### config.mk
export PLATFORM = sky130hd
export DESIGN_NAME = spcp_finish
export DESIGN_NICKNAME = d
export VERILOG_FILES = /design/src/hdl/sphere_point_camera_projector_core_defines.svh /design/src/hdl/spcp_pkg.sv /design/src/hdl/spcp_finish.sv
export SDC_FILE = /design/constraint.sdc
export NUM_CORES = 1
export LEC_CHECK = 0
export ABC_AREA = 1
export BUFFER_PORTS_ARGS = -buffer_cell sky130_fd_sc_hd__buf_2
export CORE_MARGIN = 3
export CORE_UTILIZATION = 63
export CTS_CLUSTER_SIZE = 8
export DETAILED_ROUTE_END_ITERATION = 8
export PLACE_DENSITY = 0.95
export SETUP_SLACK_MARGIN = 0.2
export SYNTH_ARGS = -nofsm -noshare
export SYNTH_HDL_FRONTEND = slang
export SYNTH_SLANG_ARGS = --single-unit
export TNS_END_PERCENT = 1
### constraint.sdc
create_clock -name clk_i -period 4.2 [get_ports clk_i]
set_input_delay 0.84 -clock clk_i [delete_from_list [all_inputs] [get_ports clk_i]]
set_output_delay 0.84 -clock clk_i [all_outputs]
set_load 0.02 [all_outputs]
### src/hdl/sphere_point_camera_projector_core_defines.svh
// Assertion macros used by the projector top level.
`ifndef SPHERE_POINT_CAMERA_PROJECTOR_CORE_DEFINES_SVH
`define SPHERE_POINT_CAMERA_PROJECTOR_CORE_DEFINES_SVH
`ifndef SYNTHESIS
`define SPCP_ASSERT(lbl, clk, rstn, prop) \
  lbl: assert property (@(posedge clk) disable iff (!rstn) prop) else $error("spcp check failed");
`define SPCP_ASSERT_NEXT(lbl, clk, rstn, pre, post) \
  lbl: assert property (@(posedge clk) disable iff (!rstn) (pre) |=> (post)) else $error("spcp check failed");
`else
`define SPCP_ASSERT(lbl, clk, rstn, prop)
`define SPCP_ASSERT_NEXT(lbl, clk, rstn, pre, post)
`endif
`endif

### src/hdl/spcp_pkg.sv
// Types and constants shared by the projector modules.
`timescale 1ns / 1ps
package spcp_pkg;

  localparam int QuoW = 21;
  localparam logic [QuoW-1:0] TermLimit = 21'd1048576;
  localparam logic signed [32:0] SentThresh = 33'sd2684354;
  localparam logic signed [18:0] SentPos = 19'sd160000;
  localparam logic signed [18:0] OutMax = 19'sd262143;
  localparam logic signed [18:0] OutMin = -19'sd262144;

  typedef enum logic [2:0] {
    REG_ROT_ROW0 = 3'd0,
    REG_ROT_ROW1 = 3'd1,
    REG_ROT_ROW2 = 3'd2,
    REG_FOCAL_X  = 3'd3,
    REG_FOCAL_Y  = 3'd4,
    REG_CENTER_X = 3'd5,
    REG_CENTER_Y = 3'd6
  } reg_idx_e;

  // Side information that travels with one axis through the divider.
  typedef struct packed {
    logic zpos;  // rotated z > 0
    logic neg;   // rotated component < 0
    logic sent;  // rotated component > 0.01
  } tag_t;

endpackage

### src/hdl/spcp_finish.sv
// Principal point add, clamp, rectangle test and sentinel select.
`timescale 1ns / 1ps
module spcp_finish (
  input  logic                       clk_i,
  input  logic                       rst_ni,
  input  logic                       en_i,
  input  logic                       valid_i,
  input  logic [spcp_pkg::QuoW-1:0]  quo_x_i,
  input  spcp_pkg::tag_t             tag_x_i,
  input  logic [spcp_pkg::QuoW-1:0]  quo_y_i,
  input  spcp_pkg::tag_t             tag_y_i,
  input  logic [15:0]                center_x_i,
  input  logic [15:0]                center_y_i,
  output logic                       valid_o,
  output logic signed [18:0]         map_x_o,
  output logic signed [18:0]         map_y_o,
  output logic                       in_view_o
);
  import spcp_pkg::*;

  function automatic logic signed [18:0] place(logic [QuoW-1:0] q, logic neg,
                                               logic [15:0] c);
    logic signed [21:0] t;
    logic signed [21:0] s;
    t = neg ? -$signed({1'b0, q}) : $signed({1'b0, q});
    s = t + $signed({6'b0, c});
    if (s > 22'(OutMax)) return OutMax;
    if (s < 22'(OutMin)) return OutMin;
    return s[18:0];
  endfunction

  // pixel = floor((m + 8) / 16), limit = floor(2 * c / 16)
  function automatic logic in_rect(logic signed [18:0] m, logic [15:0] c);
    logic signed [19:0] t;
    t = 20'(m) + 20'sd8;
    return !t[19] && (t[18:4] < 15'(c[15:3]));
  endfunction

  logic               v1_q, v2_q;
  logic signed [18:0] mx_q, my_q, map_x_q, map_y_q;
  tag_t               tx_q, ty_q;
  logic               in_view_q;
  logic               ok;

  always_ff @(posedge clk_i or negedge rst_ni) begin
    if (!rst_ni) begin
      v1_q <= 1'b0;
      v2_q <= 1'b0;
    end else if (en_i) begin
      v1_q <= valid_i;
      v2_q <= v1_q;
    end
  end

  assign ok = tx_q.zpos && in_rect(mx_q, center_x_i) && in_rect(my_q, center_y_i);

  always_ff @(posedge clk_i) begin
    if (en_i) begin
      mx_q      <= place(quo_x_i, tag_x_i.neg, center_x_i);
      my_q      <= place(quo_y_i, tag_y_i.neg, center_y_i);
      tx_q      <= tag_x_i;
      ty_q      <= tag_y_i;
      in_view_q <= ok;
      map_x_q   <= ok ? mx_q : (tx_q.sent ? SentPos : -SentPos);
      map_y_q   <= ok ? my_q : (ty_q.sent ? SentPos : -SentPos);
    end
  end

  assign valid_o   = v2_q;
  assign map_x_o   = map_x_q;
  assign map_y_o   = map_y_q;
  assign in_view_o = in_view_q;

endmodule

==> results.ini <==
[critical_path]
r2r-start=mx_q[5]
critPathTopFamily=simple AND/OR/NAND/NOR gates
required_ns=4.25
arrival_ns=3.83
rrSetupSlack_ns=0.42
max_stage_delay_ns=0.69
critPathKind=flip-flop to flip-flop
startpoint_type=flip-flop
end_kind=flip-flop
critPathBufInv=4
startpoint=mx_q[5]
r2r_cells=16
cp_slowest_cell=and3_1
critPathMaxFanout=22
r2r_end=in_view_o
crit_chain=inv_2 > nor3_4 > nand2_2 > nor2_2 > nand2_1 > xor2_1 > inv_1 > ha_1 > nand2_1 > nor2_1 > o21ai_0 > nand2_1 > and3_1 > inv_1 > nand3_4 > inv_1

[clock_network]
cts_buffers=9
cts_root_buffer=clkbuf_16
clk_path_buf_depth=2
cts_sinks=82
clk_latency_ns=0.34
clk_pin_slew_worst_paths_ns=0.06
post_cts_buffers=0
cts_tree=yes
htree_levels=3

[logic_synthesis]
async_reset_ff_share_pct=2.44
synth_top_area_share_pct=31.4
synth_edf_count=80
syn_nets=1155
ys.warnings.count=0
avgSynthCellArea_um2=7.62
yosysSeqAreaShare_pct=32.1
synth_cells=1003
synth_area_leader_cell=edfxtp_1
yosysUniqueCellTypes=50
ys_ff_latch=82
ys.flop_type=edfxtp_1
synth_area_um2=7640
synthTopCellsByArea=edfxtp_1 31%, nand2_1 12%, ha_1 11%

[route]
vias=6930
first_iter_violations=597
ant_nets=0
vias_per_cell=5.44
wirelength_mm=17.7
drc=0
post_drt_wl_per_cell_um=13.9
drt_first_pass_iters=5

[timing]
fin_crit_sh_pct=89.9
layout_setup_ws_ns=0.424
setup_violations=0
fin_crit_ns=3.78
setup_tns_ns=0
grt_setup_unrepaired=yes
maxSlewViolCount=0
hold_viol_final=0
slew_headroom_pct=33.7
fmax_mhz=265
worst_pin_slew_ns=0.994
fin_worst_skew_ns=0.0113

[place]
post-dp-hpwl_mm=14.2
dp_slack_ns=0.168
place_congestion=0.890
port_buffers=122

[die]
io-pin-count=124
start_util_pct=65.8
die_w_um=116
fp.dieArea_um2=13500
core_um2=11600
dieHeight_um=116
rows=39

[finish]
mostFrequentLayoutCells=248 x nand2_1, 136 x inv_1, 121 x buf_2
final_common_cell=nand2_1
multi_input_area_um2=4560
syn2layout_area_growth_pct=12.9
fin_nets=1277
drive_above_1_share_pct=17.9
num-fill-cells=913
final-seq-area_um2=2450
diodes=0

[pwr]
power_mw=2.77
leakage_nw=4.41
powerDensity_nw_per_um2=321
irDropWorstVdd_v=0.000161

[global_route]
antenna_found_initial=0
grt_pass1_wl_mm=28.8
overflow=0
grt_pass1_vias=6339
grt_max_degree=85
grt_usage_pct=26.4

[job]
cap_viol_max_count=0

[outcome]
status=completed

[worst_hold_path]
hp-class=input pin to async pin

## per-layer routing
metal | vias to the layer above | wire length, um | track usage, %
met5 | - | 0 | 0
met1 | 3113 | 8160 | 37.0
li1 | 3502 | - | -
met3 | 47 | 933 | 1.92
met4 | 0 | 499 | 10.4
met2 | 268 | 8110 | 42.8
## synthesized netlist by cell type, types with 9 or more instances
cell	instances
nand2_2	25
nand2_4	10
nor2_1	117
inv_1	136
xnor2_1	28
edfxtp_1	80
o21ai_0	25
xor2_1	56
nand2_1	248
ha_1	66
a21oi_1	45
nand3_1	51
nor3_1	18
nand4_1	9
## where the power goes
part	switching (mW)	total, mW	internal [mW]
clock network	0.289	0.745	0.456
registers	0.0660	1.07	1.00
logic	0.604	0.960	0.356
total	0.959	2.77	1.81
## worst reg2reg max path: stages (launching register included)
cell,delay [ns]
edfxtp_1,0.41
inv_2,0.08
nor3_4,0.27
nand2_2,0.11
nor2_2,0.19
nand2_1,0.15
xor2_1,0.17
inv_1,0.06
ha_1,0.30
nand2_1,0.09
nor2_1,0.13
o21ai_0,0.13
nand2_1,0.09
and3_1,0.69
inv_1,0.20
nand3_4,0.28
inv_1,0.14
## final cells by class
class,instances,share of cell area [%]
Multi-Input combinational cell,766,52.8
Sequential cell,82,28.4
Timing Repair Buffer,124,7.28
Inverter,142,6.18
Clock buffer,12,2.74
Tap cell,143,2.07
Clock inverter,4,0.493
## registers in the layout, summed over array words and instances, names as in the netlist
signal / cells
in_view_o: 1
map_x_o: 19
map_y_o: 19
mx_q: 19
my_q: 19
tx_q: 2
ty_q: 1
v1_q: 1
valid_o: 1
## cells by family (layout without fill, tap and decap cells)
logic type / count (synthesis) / after routing / synth area share [%]
flip-flops: 82 / 82 / 32.1
adder cells (fa/ha/maj): 68 / 68 / 11.3
AO/OA/AOI/OAI: 101 / 101 / 7.61
buffers and inverters: 155 / 282 / 8.40
AND/OR/NAND/NOR: 512 / 512 / 30.6
XOR/XNOR: 85 / 85 / 9.99
## stage by stage
stage / instances / area (um^2) / util [%] / hold slack, ns
2_1_floorplan: 1003 / 7640 / - / 0.478
3_3_place_gp: 1257 / 8340 / 71.8 / 0.492
3_5_place_dp: 1257 / 8340 / 71.8 / 0.516
4_1_cts: 1273 / 8620 / 74.2 / 0.274
5_1_grt: 1273 / 8630 / 74.3 / 0.277
6_report: 1273 / 8630 / 74.3 / 0.281
## worst max path at each step
stage / cells after the start / to / slack (ns)
after floorplan: 23 / my_q[10] / 0.60
after global routing: 24 / mx_q[1] / 0.14
after global placement: 24 / mx_q[1] / 0.28
after CTS: 18 / in_view_o / 0.46
final: 16 / in_view_o / 0.42
after detailed placement: 23 / my_q[4] / 0.17
## what timing repair did
| action | 4_1_cts | 5_1_grt |
|---|---|---|
| hold buffers | 0 | 0 |
| resized for setup | 0 | 1 |
| setup endpoints to repair | 0 | 21 |
No activity file was read; power rests on OpenSTA's default activity.
