`src/hdl/sphere_point_camera_projector_core_defines.svh`:
```
// Assertion macros used by the projector top level.
`ifndef SPHERE_POINT_CAMERA_PROJECTOR_CORE_DEFINES_SVH
`define SPHERE_POINT_CAMERA_PROJECTOR_CORE_DEFINES_SVH
`ifndef SYNTHESIS
`define SPCP_ASSERT(lbl, clk, rstn, prop) \
  lbl: assert property (@(posedge clk) disable iff (!rstn) prop) else $error("spcp check failed");
`define SPCP_ASSERT_NEXT(lbl, clk, rstn, pre, post) \
  lbl: assert property (@(posedge clk) disable iff (!rstn) (pre) |=> (post)) else $error("spcp check failed");
`else
`define SPCP_ASSERT(lbl, clk, rstn, prop)
`define SPCP_ASSERT_NEXT(lbl, clk, rstn, pre, post)
`endif
`endif

```
`src/hdl/spcp_pkg.sv`:
```
// Types and constants shared by the projector modules.
`timescale 1ns / 1ps
package spcp_pkg;

  localparam int QuoW = 21;
  localparam logic [QuoW-1:0] TermLimit = 21'd1048576;
  localparam logic signed [32:0] SentThresh = 33'sd2684354;
  localparam logic signed [18:0] SentPos = 19'sd160000;
  localparam logic signed [18:0] OutMax = 19'sd262143;
  localparam logic signed [18:0] OutMin = -19'sd262144;

  typedef enum logic [2:0] {
    REG_ROT_ROW0 = 3'd0,
    REG_ROT_ROW1 = 3'd1,
    REG_ROT_ROW2 = 3'd2,
    REG_FOCAL_X  = 3'd3,
    REG_FOCAL_Y  = 3'd4,
    REG_CENTER_X = 3'd5,
    REG_CENTER_Y = 3'd6
  } reg_idx_e;

  // Side information that travels with one axis through the divider.
  typedef struct packed {
    logic zpos;  // rotated z > 0
    logic neg;   // rotated component < 0
    logic sent;  // rotated component > 0.01
  } tag_t;

endpackage

```
`src/hdl/spcp_divider.sv`:
```
// Pipelined focal multiply and rounded restoring divide, one quotient bit per stage.
`timescale 1ns / 1ps
module spcp_divider (
  input  logic                        clk_i,
  input  logic                        rst_ni,
  input  logic                        en_i,
  input  logic                        valid_i,
  input  logic [31:0]                 mag_i,
  input  logic [15:0]                 focal_i,
  input  logic [31:0]                 den_i,
  input  spcp_pkg::tag_t              tag_i,
  output logic                        valid_o,
  output logic [spcp_pkg::QuoW-1:0]   quo_o,
  output spcp_pkg::tag_t              tag_o
);
  import spcp_pkg::*;

  logic        vm_q, vp_q;
  logic [47:0] num_q;
  logic [48:0] n_q;
  logic [31:0] denm_q, denp_q;
  tag_t        tagm_q, tagp_q;

  logic            v_q   [0:QuoW];
  logic [52:0]     rem_q [0:QuoW];
  logic [31:0]     den_q [0:QuoW];
  logic [QuoW-1:0] quo_q [0:QuoW];
  logic            ovf_q [0:QuoW];
  tag_t            tag_q [0:QuoW];

  always_ff @(posedge clk_i or negedge rst_ni) begin
    if (!rst_ni) begin
      vm_q <= 1'b0;
      vp_q <= 1'b0;
      v_q[0] <= 1'b0;
    end else if (en_i) begin
      vm_q <= valid_i;
      vp_q <= vm_q;
      v_q[0] <= vp_q;
    end
  end

  always_ff @(posedge clk_i) begin
    if (en_i) begin
      num_q    <= mag_i * focal_i;
      denm_q   <= den_i;
      tagm_q   <= tag_i;
      // add half the divisor for round-to-nearest
      n_q      <= {1'b0, num_q} + 49'(denm_q >> 1);
      denp_q   <= denm_q;
      tagp_q   <= tagm_q;
      rem_q[0] <= 53'(n_q);
      den_q[0] <= denp_q;
      tag_q[0] <= tagp_q;
      quo_q[0] <= '0;
      ovf_q[0] <= {4'b0, n_q[48:21]} >= denp_q;
    end
  end

  for (genvar i = 0; i < QuoW; i++) begin : g_bit
    logic [52:0] sub;
    logic        ge;
    assign sub = 53'(den_q[i]) << (QuoW - 1 - i);
    assign ge  = rem_q[i] >= sub;

    always_ff @(posedge clk_i or negedge rst_ni) begin
      if (!rst_ni) begin
        v_q[i+1] <= 1'b0;
      end else if (en_i) begin
        v_q[i+1] <= v_q[i];
      end
    end

    always_ff @(posedge clk_i) begin
      if (en_i) begin
        rem_q[i+1] <= ge ? rem_q[i] - sub : rem_q[i];
        quo_q[i+1] <= {quo_q[i][QuoW-2:0], ge};
        den_q[i+1] <= den_q[i];
        ovf_q[i+1] <= ovf_q[i];
        tag_q[i+1] <= tag_q[i];
      end
    end
  end

  assign valid_o = v_q[QuoW];
  assign quo_o   = (ovf_q[QuoW] || quo_q[QuoW] > TermLimit) ? TermLimit : quo_q[QuoW];
  assign tag_o   = tag_q[QuoW];

endmodule

```
`config.mk`:
```
export PLATFORM = sky130hd
export DESIGN_NAME = spcp_divider
export DESIGN_NICKNAME = d
export VERILOG_FILES = /design/src/hdl/sphere_point_camera_projector_core_defines.svh /design/src/hdl/spcp_pkg.sv /design/src/hdl/spcp_divider.sv
export SDC_FILE = /design/constraint.sdc
export NUM_CORES = 2
export LEC_CHECK = 0
export BUFFER_PORTS_ARGS = -buffer_cell sky130_fd_sc_hd__buf_2
export CAP_MARGIN = 20
export CORE_AREA = 4 4 414 620
export DETAILED_ROUTE_END_ITERATION = 8
export DIE_AREA = 0 0 418 624
export PLACE_DENSITY = 0.7
export SLEW_MARGIN = 15
export SYNTH_ARGS = -nofsm -noshare
export SYNTH_HDL_FRONTEND = slang
export SYNTH_SLANG_ARGS = --single-unit
```
`constraint.sdc`:
```
create_clock -name clk_i -period 4.4 [get_ports clk_i]
set_input_delay 0.44 -clock clk_i [delete_from_list [all_inputs] [get_ports clk_i]]
set_output_delay 0.44 -clock clk_i [all_outputs]
set_load 0.005 [all_outputs]
```
==> results <==
- In this run the clock root is driven by a clkbuf_16.
- For the final database, setup skew stands at 0.119 ns.
- The HPWL after detailed placement is around 330000 um.
- The count of nets left with antenna violations after detail routing is 0.
- The max-slew violation total from the final report is 0.
- The depth of the worst register-to-register path is 12.
- Setup repair after global routing could not meet its margin everywhere.
- The total global routing track utilization is between 30% and 40%.
- The cell family contributing the most delay on the critical path is adder cells.
- The combined buffer and inverter count along the critical path is 6.
- Yosys attributes the largest share of cell area to edfxtp_1, ha_1, fa_1.
- The sum of routed wire length over all layers is between 400000 and 500000 um.
- The global-route wire length before repair is 614000 um.
- The post-synth design cell area is around 140000 um2.
- The number of sinks on the clock net is between 2k and 2.5k.
- The worst-skew pair later-pin latency is 0.94 ns.
- The capture point of the critical path is num_q[40]$_DFFE_PP_.
- For this run, the slowest stage of the critical path takes ~0.6 ns.
- The I/O pin count is ~110.
- The initial utilization of the core area, before any placement, comes to about 55%.
- For this run the aggregate overflow at the end of global routing stands at 0.
- The minimum setup slack among reg-to-reg paths is roughly 0.01 ns.
- The summed negative setup slack over all endpoints is -28.11 ns.
- The clock network is responsible for between 10 and 15% of the overall power.
- The number of nets in the synthesized netlist is approximately 14k.
- The worst hold path class is primary input to async pin.
- The routed via count divided by cell count is 5.87.
- Leaving out fill and tap cells, the most frequent cell in the layout is edfxtp_1.
- The part of the total power dissipated in sequential elements is a little over a quarter.
- The startpoint identified for the worst register-to-register timing path is den_q[0][157]$_DFFE_PP_.
- The number of H-tree levels is 4.
- Leaving out fill and tap cells, the most frequent cells in the layout are edfxtp_1, inv_1, nand2_1, a21oi_1, ha_1.
- The final net count is around 15k.
- The switching share of total power is 41.2%.
- The area of the die is around 260000 um2.
- The run finished, with violations left.
- Synthesis handed over a netlist of ~12k instances.
- A synthesized cell averages between 10 and 15 um2.
- The worst slew margin relative to its limit is 22.1%.
- Across the run, the number of max-cap violations was 0.
- Power spread over the standard cell area amounts to just under 900 nW/um2.
- The switching power is around 0.056 W.
- The overall die height is 624 um.
- Counting stages on the worst path, the most repeated cell is fa_1.
- The critical path endpoint category is a flop.
- The count of endpoints failing setup in the final report is 36.
- The placeable core area is 251000 um2.
- The horizontal extent of the die is between 400 and 500 um.
- Walking the worst path, the cells encountered are buf_12, buf_12, buf_12, nand2_4, fa_1, inv_2, fa_1, fa_1, fa_2, fa_1, inv_2, fa_1, inv_2, ha_4, and3_4, nand4_1, a211o_1, nand2_2, o21ai_4, o21a_4, o31ai_4, a41oi_2, xnor2_1.
- Among all flip-flop cells after synthesis, the most frequent one is edfxtp_1.
- The peak supply drop is 0.00265 V.
- The number of design-rule violations left by the first detailed-router iteration is between 5k and 6k.
- After synthesis, the largest area contributor takes up 49.6% of total cell area.
- The overall via count from detail_route is just under 100k.
- The number of flops mapped to enable cells by yosys is approximately 2.3k.
- In this run the worst path has a maximum fanout of 6.
- After layout, the worst path uses 125% of the clock period.
- The number of buffers created by CTS is around 230.
- The initial antenna violation count is 12.
- The buffer depth of the longest clock path is 4.
- The largest individual stage delay along the critical path comes from the cell fa_1.
- Clock-pin slew was measured on the worst setup and hold paths at 0.07 ns.
- Timing would allow up to 0.182 GHz.
- The number of remaining DRC errors is 0.
- The kind of start point of the critical path is a primary input.
- The slew of the pin with the lowest slew margin is about 1.2 ns.
- The flip-flop and latch count after synthesis is between 2k and 2.5k.
- Entering global routing, the biggest net connects between 100 and 150 pins.
- Sequential cells were found to cover around 50% of the synthesized design area.
- The via count of the first global-routing pass is about 100k.
- The area growth from synthesis to layout is 14.8%.
- STA puts the critical path data arrival time at about 6.1 ns.
- Dividing the detail-routed wire length by the instance count gives 25.0 um.
- Cells with a size suffix above 1 make up between 10% and 20% of the layout.
- The checks that failed: setup timing.
- The fraction of registers with async set or reset after synthesis is between 1 and 1.5%.
- Input and output buffers added on the ports amount to between 100 and 150.
- STA puts the critical path data required time at ~5 ns.
- The routed design could run at a clock period as short as around 5.5 ns.
- The floorplan has between 200 and 250 rows.
- The internal power contribution is roughly 0.080 W.
- The count of warnings emitted by yosys is 0.
- After synthesis, the netlist uses ~110 different library cells.
- The worst register-to-register path ends at rem_q[5][52]$_DFFE_PP_.
- Combinational cells account for about three fifths of the total power.
- The total number of cells along the worst setup path is 23.
- The final weighted congestion of routability-driven global placement is ~1.0.
- In this run the static leakage power is ~65 nW.
- The class of the most critical setup path is primary input to flop.
- The most critical setup path has its startpoint at focal_i[10].
- Across all setup checks in the final design, the least slack found is -1.10 ns.
- The cell taking the most area after synthesis is edfxtp_1.
- The number of failing hold endpoints at the final stage is 0.
- Measured on the finished design, the core utilization comes to around 63%.
- The iteration count of the initial detailed-routing pass is 6.
- TritonCTS built the clock tree.
- The minimum hold slack is between 0.1 and 0.15 ns.
-- flip-flops by register name, summed over array words and instances, names as in the netlist --
signal   cells
den_q      672
denm_q      32
denp_q      32
n_q         49
num_q       48
ovf_q       22
quo_q      231
rem_q     1109
tag_q       66
tagm_q       3
tagp_q       3
v_q         21
valid_o      1
vm_q         1
vp_q         1
-- per-stage QoR --
| step | cells | cell area, um2 | total power (W) | setup slack (ns) |
|---|---|---|---|---|
| 3_5_place_dp | 16100 | 147000 | 0.105 | -2.26 |
| 4_1_cts | 16600 | 157000 | 0.132 | -0.951 |
| 3_3_place_gp | 16100 | 147000 | 0.104 | -2.20 |
| 2_1_floorplan | 12300 | 138000 | 0.0784 | -1.50 |
| 5_1_grt | 16600 | 158000 | 0.144 | -1.21 |
| 6_report | 16600 | 158000 | 0.137 | -1.10 |
-- power by group through the flow --
stage               Clock, W  Sequential (W)  Combinational [W]
floorplan                  0          0.0339             0.0445
CTS                   0.0201          0.0355             0.0765
finish                0.0198          0.0356             0.0812
detailed placement         0          0.0359             0.0692
global route          0.0210          0.0359             0.0874
global placement           0          0.0358             0.0681
-- worst min path at each step --
stage	endpoint	slack, ns	cells past startpoint
after floorplan	v_q[10]$_DFFE_PN0P_	0.14	0
after global placement	quo_q[2][98]$_DFFE_PP_	0.40	0
after detailed placement	denp_q[0]$_DFFE_PP_	0.40	0
after CTS	tagm_q[1]$_DFFE_PP_	0.15	2
after global routing	num_q[1]$_DFFE_PP_	0.13	3
final	v_q[14]$_DFFE_PN0P_	0.13	3
-- repair_timing --
action | in CTS | in global routing
pin swaps | 170 | 129
gates cloned | 4 | 1
endpoints found under the hold margin | 72 | 0
setup endpoints to repair | 38 | 78
resized for setup | 268 | 170
setup buffers | 53 | 27
hold buffers | 39 | 0
-- worst reg2reg max path: stages (launching register included) --
cell	delay, ns
edfxtp_1	0.40
inv_1	0.06
ha_1	0.43
nand4_1	0.25
nor3_1	0.70
nand4_1	0.17
nor4_1	0.79
buf_4	0.26
nor4_1	0.07
nand3_2	0.12
o211ai_1	0.12
or4b_2	0.65
xnor2_1	0.14
-- cell usage after synthesis, types with 116 or more instances --
cell type and count:
edfxtp_1 2267, inv_1 1347, a21oi_1 985, nand2_1 983
ha_1 848, nor2_1 715, o21ai_0 556, xnor2_1 468
fa_1 439, a21o_1 438, xor2_1 372, clkbuf_1 324
and2_1 298, nand3_1 214, mux2_2 171, nor3_1 161
nand4_1 156, nor4_1 123, o21a_1 116
-- metal layers --
metal / track usage (%) / wire length (um)
met5: 0 / 32
met1: 24.0 / 112000
met4: 34.5 / 57500
met2: 62.3 / 231000
met3: 3.88 / 14300
-- cells by family after synthesis --
group                      share of synthesized area, %
muxes                                              1.55
AOI/OAI and AO/OA                                  12.5
xor gates and xnor gates                           5.36
buffers and inverters                              4.77
DFF                                                50.0
and+or+nand+nor                                    11.7
adders and majority gates                          14.1
-- final cells by class --
class	instances	area [um2]
clock inverters	150	1660
flip-flops and latches	2291	68700
repair buffers	945	8510
clock buffers	257	5800
inverters	1350	5070
fillers	19200	93100
diodes	22	55.1
well taps	3291	4120
multi-input cells	8317	63800
No activity file was read; power rests on OpenSTA's default activity.
